--- config.mk ---
export PLATFORM = sky130hd
export DESIGN_NAME = resp_reply_completeness_check
export DESIGN_NICKNAME = d
export VERILOG_FILES = /design/src/hdl/rrcc_pkg.sv /design/src/hdl/resp_reply_completeness_check.sv
export SDC_FILE = /design/constraint.sdc
export NUM_CORES = 1
export LEC_CHECK = 0
export BUFFER_PORTS_ARGS = -buffer_cell sky130_fd_sc_hd__buf_2
export CAP_MARGIN = 0
export CORE_MARGIN = 2
export CORE_UTILIZATION = 30
export DETAILED_ROUTE_END_ITERATION = 7
export HOLD_SLACK_MARGIN = 0.02
export MAX_ROUTING_LAYER = met4
export PLACE_DENSITY = 0.5
export SKIP_CTS_REPAIR_TIMING = 1
export SYNTH_ARGS = -nofsm -noshare
export SYNTH_HDL_FRONTEND = slang
export SYNTH_SLANG_ARGS = --single-unit
--- constraint.sdc ---
create_clock -name clk -period 8.3 [get_ports clk]
set_input_delay 0.415 -clock clk [delete_from_list [all_inputs] [get_ports clk]]
set_output_delay 0.415 -clock clk [all_outputs]
set_load 0.01 [all_outputs]
--- src/hdl/rrcc_pkg.sv ---
`default_nettype none

package rrcc_pkg;

    // Configuration register indexes
    localparam logic CFG_MAX_BULK_LENGTH   = 1'b0;
    localparam logic CFG_MAX_ELEMENT_COUNT = 1'b1;

    // Reset values of the limit registers
    localparam logic [31:0] MAX_BULK_LENGTH_RESET   = 32'd536870912;
    localparam logic [31:0] MAX_ELEMENT_COUNT_RESET = 32'd1048576;

    // Saturation limits
    localparam logic [32:0] NUM_SAT = 33'h1_FFFF_FFFF;
    localparam logic [31:0] LEN_SAT = 32'hFFFF_FFFF;

    // Protocol characters
    localparam logic [7:0] CH_MINUS = 8'h2D;
    localparam logic [7:0] CH_PLUS  = 8'h2B;
    localparam logic [7:0] CH_COLON = 8'h3A;
    localparam logic [7:0] CH_DOLLAR = 8'h24;
    localparam logic [7:0] CH_STAR  = 8'h2A;
    localparam logic [7:0] CH_CR    = 8'h0D;
    localparam logic [7:0] CH_LF    = 8'h0A;
    localparam logic [7:0] CH_ZERO  = 8'h30;
    localparam logic [7:0] CH_NINE  = 8'h39;

    typedef enum logic [1:0] {
        ST_NEED_MORE = 2'd0,
        ST_COMPLETE  = 2'd1,
        ST_ERROR     = 2'd2
    } status_t;

    typedef enum logic [1:0] {
        KIND_LINE      = 2'd0,
        KIND_BULK      = 2'd1,
        KIND_MULTIBULK = 2'd2
    } kind_t;

    typedef enum logic [10:0] {
        PH_TYPE      = 11'b000_0000_0001,
        PH_LINE      = 11'b000_0000_0010,
        PH_LINE_LF   = 11'b000_0000_0100,
        PH_NUM_SIGN  = 11'b000_0000_1000,
        PH_NUM_NEG   = 11'b000_0001_0000,
        PH_NUM_MORE  = 11'b000_0010_0000,
        PH_NUM_LF    = 11'b000_0100_0000,
        PH_PAYLOAD   = 11'b000_1000_0000,
        PH_PAY_CR    = 11'b001_0000_0000,
        PH_PAY_LF    = 11'b010_0000_0000,
        PH_ELEM_MARK = 11'b100_0000_0000
    } phase_t;

endpackage

`default_nettype wire

--- src/hdl/resp_reply_completeness_check.sv ---
`default_nettype none
// Channel   Handshake                Payload
// request   req_valid / req_stall    data_byte, start_of_reply, end_of_buffer
// result    res_valid / res_stall    status, reply_kind, reply_length
// config    cfg_we                   cfg_index, cfg_data
//
// One byte per cycle while req_stall is low: a request is latched into the input
// register, parsed by combinational logic, and its result (if any) lands in the
// result register when the byte leaves the input register.
// rst_n clears the parser state, the valid bits and the limits to their defaults.
// A stalled result holds the pipeline; req_stall rises only while a byte waits
// in the input register behind a full, stalled result register.

module resp_reply_completeness_check
    import rrcc_pkg::*;
(
    input  wire logic        clk,
    input  wire logic        rst_n,

    input  wire logic        req_valid,
    output logic             req_stall,
    input  wire logic [7:0]  data_byte,
    input  wire logic        start_of_reply,
    input  wire logic        end_of_buffer,

    output logic             res_valid,
    input  wire logic        res_stall,
    output logic [1:0]       status,
    output logic [1:0]       reply_kind,
    output logic [31:0]      reply_length,

    input  wire logic        cfg_we,
    input  wire logic        cfg_index,
    input  wire logic [31:0] cfg_data
);

    // Input register
    logic       in_valid_reg;
    logic [7:0] in_byte_reg;
    logic       in_start_reg;
    logic       in_eob_reg;

    // Limits
    logic [31:0] max_bulk_reg;
    logic [31:0] max_elem_reg;

    // Parser state
    phase_t      phase_reg,    phase_next;
    logic [32:0] num_reg,      num_next;
    logic        neg_reg,      neg_next;
    logic [31:0] pay_left_reg, pay_left_next;
    logic [31:0] elem_left_reg, elem_left_next;
    logic        in_multi_reg, in_multi_next;
    kind_t       kind_reg,     kind_next;
    logic [31:0] seen_reg,     seen_next;

    // Result register
    logic        res_valid_reg;
    status_t     status_reg;
    kind_t       kind_out_reg;
    logic [31:0] length_reg;

    logic        advance;
    logic        req_accept;
    status_t     ev;
    logic        emit;

    logic        is_digit;
    logic [36:0] num_prod;
    logic [32:0] digit_value;
    logic [32:0] elem_dec;
    logic        num_is_count;

    // Advance when a byte waits and the result register can be refilled
    assign advance    = in_valid_reg && (!res_valid_reg || !res_stall);
    assign req_stall  = in_valid_reg && !advance;
    assign req_accept = req_valid && !req_stall;

    // Hold the request
    always_ff @(posedge clk or negedge rst_n)
    begin
        if (!rst_n)
        begin
            in_valid_reg <= 1'b0;
        end
        else if (req_accept)
        begin
            in_valid_reg <= 1'b1;
        end
        else if (advance)
        begin
            in_valid_reg <= 1'b0;
        end
    end

    always_ff @(posedge clk)
    begin
        if (req_accept)
        begin
            in_byte_reg  <= data_byte;
            in_start_reg <= start_of_reply;
            in_eob_reg   <= end_of_buffer;
        end
    end

    // Write the limit registers
    always_ff @(posedge clk or negedge rst_n)
    begin
        if (!rst_n)
        begin
            max_bulk_reg <= MAX_BULK_LENGTH_RESET;
            max_elem_reg <= MAX_ELEMENT_COUNT_RESET;
        end
        else if (cfg_we)
        begin
            case (cfg_index)
                CFG_MAX_BULK_LENGTH:   max_bulk_reg <= cfg_data;
                CFG_MAX_ELEMENT_COUNT: max_elem_reg <= cfg_data;
                default:               ;
            endcase
        end
    end

    // Decimal digit accumulate, saturating at 2^33-1
    assign is_digit    = (in_byte_reg >= CH_ZERO) && (in_byte_reg <= CH_NINE);
    assign digit_value = {29'd0, in_byte_reg[3:0]};
    assign num_prod    = {1'b0, num_reg, 3'b000} + {3'b000, num_reg, 1'b0}
                         + {4'd0, digit_value};
    assign elem_dec    = {1'b0, elem_left_reg} - 33'd1;
    assign num_is_count = (kind_reg == KIND_MULTIBULK) && !in_multi_reg;

    // Parse one byte
    always_comb
    begin
        phase_t ph;

        ph             = in_start_reg ? PH_TYPE : phase_reg;
        phase_next     = ph;
        num_next       = num_reg;
        neg_next       = neg_reg;
        pay_left_next  = pay_left_reg;
        elem_left_next = elem_left_reg;
        in_multi_next  = in_multi_reg;
        kind_next      = kind_reg;
        seen_next      = seen_reg;
        ev             = ST_NEED_MORE;

        if (ph == PH_TYPE)
        begin
            num_next       = '0;
            neg_next       = 1'b0;
            pay_left_next  = '0;
            elem_left_next = '0;
            in_multi_next  = 1'b0;
            kind_next      = KIND_LINE;
            seen_next      = 32'd1;
        end
        else if (seen_reg != LEN_SAT)
        begin
            seen_next = seen_reg + 32'd1;
        end

        case (ph)
            PH_TYPE:
            begin
                if (in_byte_reg == CH_PLUS || in_byte_reg == CH_MINUS ||
                    in_byte_reg == CH_COLON)
                begin
                    kind_next  = KIND_LINE;
                    phase_next = PH_LINE;
                end
                else if (in_byte_reg == CH_DOLLAR)
                begin
                    kind_next  = KIND_BULK;
                    phase_next = PH_NUM_SIGN;
                end
                else if (in_byte_reg == CH_STAR)
                begin
                    kind_next  = KIND_MULTIBULK;
                    phase_next = PH_NUM_SIGN;
                end
                else
                begin
                    ev = ST_ERROR;
                end
            end
            PH_LINE:
            begin
                if (in_byte_reg == CH_CR)
                begin
                    phase_next = PH_LINE_LF;
                end
            end
            PH_LINE_LF:
            begin
                if (in_byte_reg == CH_LF)
                begin
                    ev = ST_COMPLETE;
                end
                else if (in_byte_reg != CH_CR)
                begin
                    phase_next = PH_LINE;
                end
            end
            PH_NUM_SIGN, PH_NUM_NEG, PH_NUM_MORE:
            begin
                if (ph == PH_NUM_SIGN && in_byte_reg == CH_MINUS)
                begin
                    neg_next   = 1'b1;
                    phase_next = PH_NUM_NEG;
                end
                else if (ph == PH_NUM_MORE && in_byte_reg == CH_CR)
                begin
                    // Check the finished number
                    phase_next = PH_NUM_LF;
                    if (neg_reg)
                    begin
                        if (num_reg != 33'd1)
                        begin
                            ev = ST_ERROR;
                        end
                    end
                    else if (num_is_count)
                    begin
                        if (num_reg > {1'b0, max_elem_reg})
                        begin
                            ev = ST_ERROR;
                        end
                    end
                    else if (num_reg > {1'b0, max_bulk_reg})
                    begin
                        ev = ST_ERROR;
                    end
                end
                else if (is_digit)
                begin
                    phase_next = PH_NUM_MORE;
                    num_next   = (num_prod > {4'd0, NUM_SAT}) ? NUM_SAT : num_prod[32:0];
                end
                else
                begin
                    ev = ST_ERROR;
                end
            end
            PH_NUM_LF:
            begin
                // Act on the number
                if (num_is_count)
                begin
                    if (neg_reg || num_reg == 33'd0)
                    begin
                        ev = ST_COMPLETE;
                    end
                    else
                    begin
                        elem_left_next = num_reg[31:0];
                        in_multi_next  = 1'b1;
                        phase_next     = PH_ELEM_MARK;
                    end
                end
                else if (neg_reg)
                begin
                    if (kind_reg == KIND_BULK)
                    begin
                        ev = ST_COMPLETE;
                    end
                    else
                    begin
                        elem_left_next = elem_dec[31:0];
                        if (elem_dec[31:0] == 32'd0)
                        begin
                            ev = ST_COMPLETE;
                        end
                        else
                        begin
                            phase_next = PH_ELEM_MARK;
                        end
                    end
                end
                else
                begin
                    pay_left_next = num_reg[31:0];
                    phase_next    = (num_reg[31:0] != 32'd0) ? PH_PAYLOAD : PH_PAY_CR;
                end
            end
            PH_PAYLOAD:
            begin
                pay_left_next = pay_left_reg - 32'd1;
                if (pay_left_next == 32'd0)
                begin
                    phase_next = PH_PAY_CR;
                end
            end
            PH_PAY_CR:
            begin
                phase_next = PH_PAY_LF;
            end
            PH_PAY_LF:
            begin
                if (kind_reg == KIND_BULK)
                begin
                    ev = ST_COMPLETE;
                end
                else
                begin
                    elem_left_next = elem_dec[31:0];
                    if (elem_dec[31:0] == 32'd0)
                    begin
                        ev = ST_COMPLETE;
                    end
                    else
                    begin
                        phase_next = PH_ELEM_MARK;
                    end
                end
            end
            PH_ELEM_MARK:
            begin
                num_next   = '0;
                neg_next   = 1'b0;
                phase_next = PH_NUM_SIGN;
            end
            default:
            begin
                phase_next = PH_TYPE;
            end
        endcase

        // A finished or failed reply makes the next byte a type byte
        if (ev != ST_NEED_MORE)
        begin
            phase_next = PH_TYPE;
        end
    end

    assign emit = (ev != ST_NEED_MORE) || in_eob_reg;

    // Advance the parser state
    always_ff @(posedge clk or negedge rst_n)
    begin
        if (!rst_n)
        begin
            phase_reg     <= PH_TYPE;
            num_reg       <= '0;
            neg_reg       <= 1'b0;
            pay_left_reg  <= '0;
            elem_left_reg <= '0;
            in_multi_reg  <= 1'b0;
            kind_reg      <= KIND_LINE;
            seen_reg      <= '0;
        end
        else if (advance)
        begin
            phase_reg     <= phase_next;
            num_reg       <= num_next;
            neg_reg       <= neg_next;
            pay_left_reg  <= pay_left_next;
            elem_left_reg <= elem_left_next;
            in_multi_reg  <= in_multi_next;
            kind_reg      <= kind_next;
            seen_reg      <= seen_next;
        end
    end

    // Load or drop the result
    always_ff @(posedge clk or negedge rst_n)
    begin
        if (!rst_n)
        begin
            res_valid_reg <= 1'b0;
        end
        else if (advance)
        begin
            res_valid_reg <= emit;
        end
        else if (!res_stall)
        begin
            res_valid_reg <= 1'b0;
        end
    end

    always_ff @(posedge clk)
    begin
        if (advance && emit)
        begin
            status_reg   <= ev;
            kind_out_reg <= kind_next;
            length_reg   <= seen_next;
        end
    end

    assign res_valid    = res_valid_reg;
    assign status       = status_reg;
    assign reply_kind   = kind_out_reg;
    assign reply_length = length_reg;

endmodule

`default_nettype wire

# Word-level counts from Yosys, hierarchy flattened
# Index checks and enable logic that the tools add are counted.
# word_totals
regBits	256
latch_bits	0
ramBits	0
romBits	0
input_bits	48
output_inout_bits	38
wordCells	151
memories	0
# op_classes
add_sub_neg	5
multipliers	0
div	0
n_lt_le_gt_ge	5
n_eq_ne	24
shifts	0
mux	71
bitwise	1
n_reduce_logical	27
# op_table
operator	count
$mux W32	10
$mux W11	17
$mux W33	5
$pmux W32 S2	2
$pmux W11 S9	1
$gt A33 B32 Y1	2
$pmux W33 S2	1
$logic_not A32 Y1	2
$sub A32 B1 Y32 const B	2
$eq A8 B6 Y1 const B	5
$add A36 B34 Y37	1
$add A37 B4 Y37	1
$gt A37 B33 Y1 const B	1
$mux W2	17
$logic_not A33 Y1	1
$ne A33 B1 Y1 const B	1
$add A32 B1 Y32 const B	1
$ne A32 B32 Y1 const B	1
$reduce_bool A32 Y1	1
$eq A8 B4 Y1 const B	2
$mux W1	15
$eq A11 B1 Y1 const B	1
$eq A11 B10 Y1 const B	1
$eq A11 B11 Y1 const B	1
24 further kinds	41

# Longest topological paths before layout
# logic_depth
ltp_word	10
mapped_depth	14
mapped_depth_nobuf	13

# Least setup slack after synthesis
# OpenSTA, ideal clock, no wires.
# synth_timing
kind	register to register
start	register elem_left_reg[0]
end	register kind_out_reg[0] (netlist: reply_kind[0]), enable pin
setup_time_ns	0.399
arrival_ns	3.500
required_ns	7.901
setup_slack_ns	4.401
stages_incl_launch_ff	13
path_buffers	1
period_less_slack_ns	3.899
cell_sequence	dfrtp_1 inv_1 ha_1 clkbuf_1 nor4b_2 nand2_1 or3_2 xor2_1 and3_1 nand3b_1 nor4bb_1 a211o_1 o31a_1
# synth_via
elab_chain_len	10
# synth_lines
element	line_no	text
from (decl)	resp_reply_completeness_check.sv:52	logic [31:0] elem_left_reg, elem_left_next;
from (signal assigned)	resp_reply_completeness_check.sv:358	elem_left_reg <= elem_left_next;
$sub A32 B1 Y32 *	resp_reply_completeness_check.sv:129	assign elem_dec = {1'b0, elem_left_reg} - 33'd1;
$logic_not A32 Y1 *	resp_reply_completeness_check.sv:270, resp_reply_completeness_check.sv:307	
$mux W1 *	resp_reply_completeness_check.sv:270, resp_reply_completeness_check.sv:307	
$mux W1 *	resp_reply_completeness_check.sv:263	if (kind_reg == KIND_BULK)
$mux W1	resp_reply_completeness_check.sv:261	else if (neg_reg)
$mux W2	resp_reply_completeness_check.sv:248	if (num_is_count)
$pmux W2 S5 *	resp_reply_completeness_check.sv:163	case (ph)
via ev[0]	resp_reply_completeness_check.sv:65	status_t ev;
$reduce_bool A2 Y1 *	resp_reply_completeness_check.sv:336	assign emit = (ev != ST_NEED_MORE) || in_eob_reg;
$logic_or A1 B1 Y1 *	resp_reply_completeness_check.sv:336	
$logic_and A1 B1 Y1 *	resp_reply_completeness_check.sv:384	if (advance && emit)
to (signal assigned)	resp_reply_completeness_check.sv:387	kind_out_reg <= kind_next;
to (decl)	resp_reply_completeness_check.sv:60	kind_t kind_out_reg;
# The timed path passes the listed nets; every way through them passes the cells marked *.
# A chain may end at the register's enable or synchronous reset.

# Worst setup path after layout
# layout_timing
start	register num_reg[2]
end	register num_reg[19]
# layout_via
elab_chain_len	8
# layout_lines
element	line_no	text
from (decl)	resp_reply_completeness_check.sv:49	logic [32:0] num_reg, num_next;
from (signal assigned)	resp_reply_completeness_check.sv:355	num_reg <= num_next;
$add A36 B34 Y37 *	resp_reply_completeness_check.sv:127	assign num_prod = {1'b0, num_reg, 3'b000} + {3'b000, num_reg, 1'b0}
$add A37 B4 Y37 *	resp_reply_completeness_check.sv:128	+ {4'd0, digit_value};
$gt A37 B33 Y1	resp_reply_completeness_check.sv:238	num_next = (num_prod > {4'd0, NUM_SAT}) ? NUM_SAT : num_prod[32:0];
$mux W33 *	resp_reply_completeness_check.sv:238	
$mux W33 *	resp_reply_completeness_check.sv:235	else if (is_digit)
$mux W33 *	resp_reply_completeness_check.sv:212	else if (ph == PH_NUM_MORE && in_byte_reg == CH_CR)
$mux W33 *	resp_reply_completeness_check.sv:207	if (ph == PH_NUM_SIGN && in_byte_reg == CH_MINUS)
$pmux W33 S2 *	resp_reply_completeness_check.sv:163	
# Every way passes the cells marked *; elsewhere a longest branch is shown, timed or not.

==> results.yml <==
synthesis:
  ys_warn_count: 0
  synth_top_cells_by_area: "dfrtp_1 28%, ha_1 9.1%, edfxtp_1 7.5%, o21ai_0 6.2%, nand2_1 6.0%"
  async_flop_share_pct: 82.0
  synth_fp_nets: 2354
  synth.ff_latch_count: 256
  ys_seq_area_share_pct: 36.0
  synth_edf_count: 46
  synth-main-ff-cell: "dfrtp_1"
  synth_cell_types: 106
  synth_area_sq_um: 18400
  synth_top_cell_by_area: "dfrtp_1"
  synth.avg_cell_area_sq_um: 8.50
  syn_inst: 2170
  synth_top_area_share_pct: 28.1
detailed_routing:
  dr.pass1.iters: 6
  vias_per_cell: 5.62
  ant_nets: 0
  drt_iter0_markers: 1314
  num_vias: 16832
  wire_per_inst_microns: 20.7
  drc: 0
  drt-total-wl_microns: 62100
timing:
  fin_skew_ns: 0.0359
  slew_headroom_pct: 14.5
  period_minus_slack_ns: 4.73
  finalCritPeriodShare_pct: 57.0
  tightest_slew_ns: 1.27
  setup_viol: 0
  finalHoldViolations: 0
  holdWs_ns: 0.0302
  final.setup.tns_ns: 0
  timing.fmax_mhz: 211
  slew_viol_final: 0
  grt_setup_unrepaired: "false"
clock_tree:
  root_buffer: "clkbuf_16"
  cts-buffers-inserted: 31
  cts_tree: "yes"
  htreeDepth: 1
  cts_sinks: 256
  clkTransAtPathRegs_ns: 0.06
  cts_buffer_depth: 3
  clock_latency_ns: 0.61
finish:
  largest_register_ffs: 33
  drive_gt1_share_pct: 11.8
  final_nets: 2374
  antennaDiodeCount: 0
  synthToLayoutAreaGrowth_pct: 11.4
  layout_common_cells: "292 x nand2_1, 228 x o21ai_0, 207 x dfrtp_1"
  final_area_sq_um: 20600
  mostFrequentLayoutCell: "nand2_1"
global_routing:
  grt_use_total_pct: 20.0
  overflow: 0
  antenna_found_initial: 2
  grt_max_degree: 101
  grt_pass1_wl_microns: 98300
  first_global_vias: 16497
worst_setup_path:
  cp_slowest_cell: "or4b_1"
  crit_chain: "fa_1 -> inv_1 -> fa_1 -> nor2b_1 -> o2111ai_1 -> a21oi_1 -> o21ai_0 -> o211ai_1 -> a31oi_1 -> or4b_1 -> and2_4 -> a221o_1"
  startpoint: "num_reg[2]"
  endpoint: "num_reg[19]"
  r2r_slack_ns: 3.57
  worstPathArrival_ns: 5.22
  cp.required_ns: 8.79
  cp-end-kind: "flip-flop"
  slowest_delay_ns: 0.96
  start_kind: "flip-flop"
  path_class: "flip-flop to flip-flop"
  crit_top_cell: "fa_1"
  r2r_cells: 12
  reg2reg_to: "num_reg[19]"
  cp_max_fo: 30
  crit-reg2reg-launch: "num_reg[2]"
pwr:
  p_leak_nw: 9.32
  ir_drop_mv: 0.142
  p_per_area_nw_per_um2: 157
place:
  gp_congestion: 0.908
  placed_cell_area_sq_um: 19500
  dp_hpwl_microns: 42600
  port_buffers: 85
die:
  ios: 86
  rows: 90
  die_area_sq_um: 63500
  die_h_microns: 252
  start_util_pct: 30.5
  die_w_microns: 252
  core_sq_um: 60600
status:
  outcome: "finished clean"
job:
  cap_viol_max_count: 0
min_path:
  min-delay-start: "cfg_data[7]"
  hp-class: "primary input to flip-flop"
[where the power goes]
part           total (mW)  internal (mW)  leakage (nW)  switching, mW
Sequential           1.42           1.38          3.24         0.0408
Combinational       0.489          0.135          5.60          0.354
Clock                1.33          0.735         0.479          0.591
[metal layers]
layer | track usage, % | part of all wire (%)
met5 | - | 0
met2 | 30.7 | 44
met4 | 6.48 | 3.4
met3 | 2.43 | 5.8
met1 | 27.4 | 47
[layout make-up]
cell class	instances	area, sq um
fillers	6299	40000
multi-input cells	1691	10900
flip-flops and latches	256	6640
clock buffers	38	822
well taps	782	978
clock inverters	20	145
repair buffers	114	663
inverters	96	360
[cells in the mapped netlist, types with 9 or more instances]
cell type	instances
a211oi_1	13
a21o_1	28
a21oi_1	155
a22o_1	12
a22oi_1	18
a2bb2oi_1	12
a31oi_1	26
and2_1	9
and3_1	26
and4_1	11
buf_2	9
clkbuf_1	103
dfrtp_1	207
edfxtp_1	46
ha_1	134
inv_1	96
mux2_2	36
nand2_1	293
nand2b_1	16
nand3_1	44
nand4_1	32
nand4b_1	9
nor2_1	170
nor3_1	49
nor4_1	34
o211ai_1	11
o21a_1	9
o21ai_0	228
o221ai_1	15
o22ai_1	12
o31ai_1	34
or3_1	14
xnor2_1	46
xor2_1	36
[worst min path at each step]
stage / endpoint / slack (ns) / cells past startpoint
global placement: max_elem_reg[4] / 0.49 / 1
finish: max_bulk_reg[7] / 0.03 / 3
floorplan: elem_left_reg[0] / 0.12 / 0
CTS: seen_reg[30] / -0.05 / 1
detailed placement: max_elem_reg[7] / 0.49 / 1
global route: in_byte_reg[2] / 0.02 / 1
[stage by stage]
stage	instances	utilization [%]	power, mW	setup WS, ns
6_report	2997	33.9	3.23	3.57
4_1_cts	2993	33.9	3.27	3.59
3_3_place_gp	2935	32.3	1.93	3.67
5_1_grt	2997	33.9	3.38	3.34
3_5_place_dp	2935	32.3	1.93	3.58
2_1_floorplan	2170	-	1.73	4.40
[worst max-delay path, delay by kind of cell (launching register included)]
family	cells	cell delay (ns)
adder cells (fa/ha/maj)	2	1.03
flip-flops	1	0.53
AO/OA/AOI/OAI	6	1.47
buffers and inverters	1	0.07
AND/OR/NAND/NOR	3	1.50
[kinds of logic after synthesis]
| group | synth area share (%) |
|---|---|
| XOR/XNOR | 3.89 |
| buffers and inverters | 5.01 |
| adder cells (fa/ha/maj) | 9.31 |
| multiplexers | 2.25 |
| AO/OA/AOI/OAI | 22.2 |
| AND/OR/NAND/NOR | 21.3 |
| flip-flops | 36.0 |
Power figures use the tool's default switching activity.
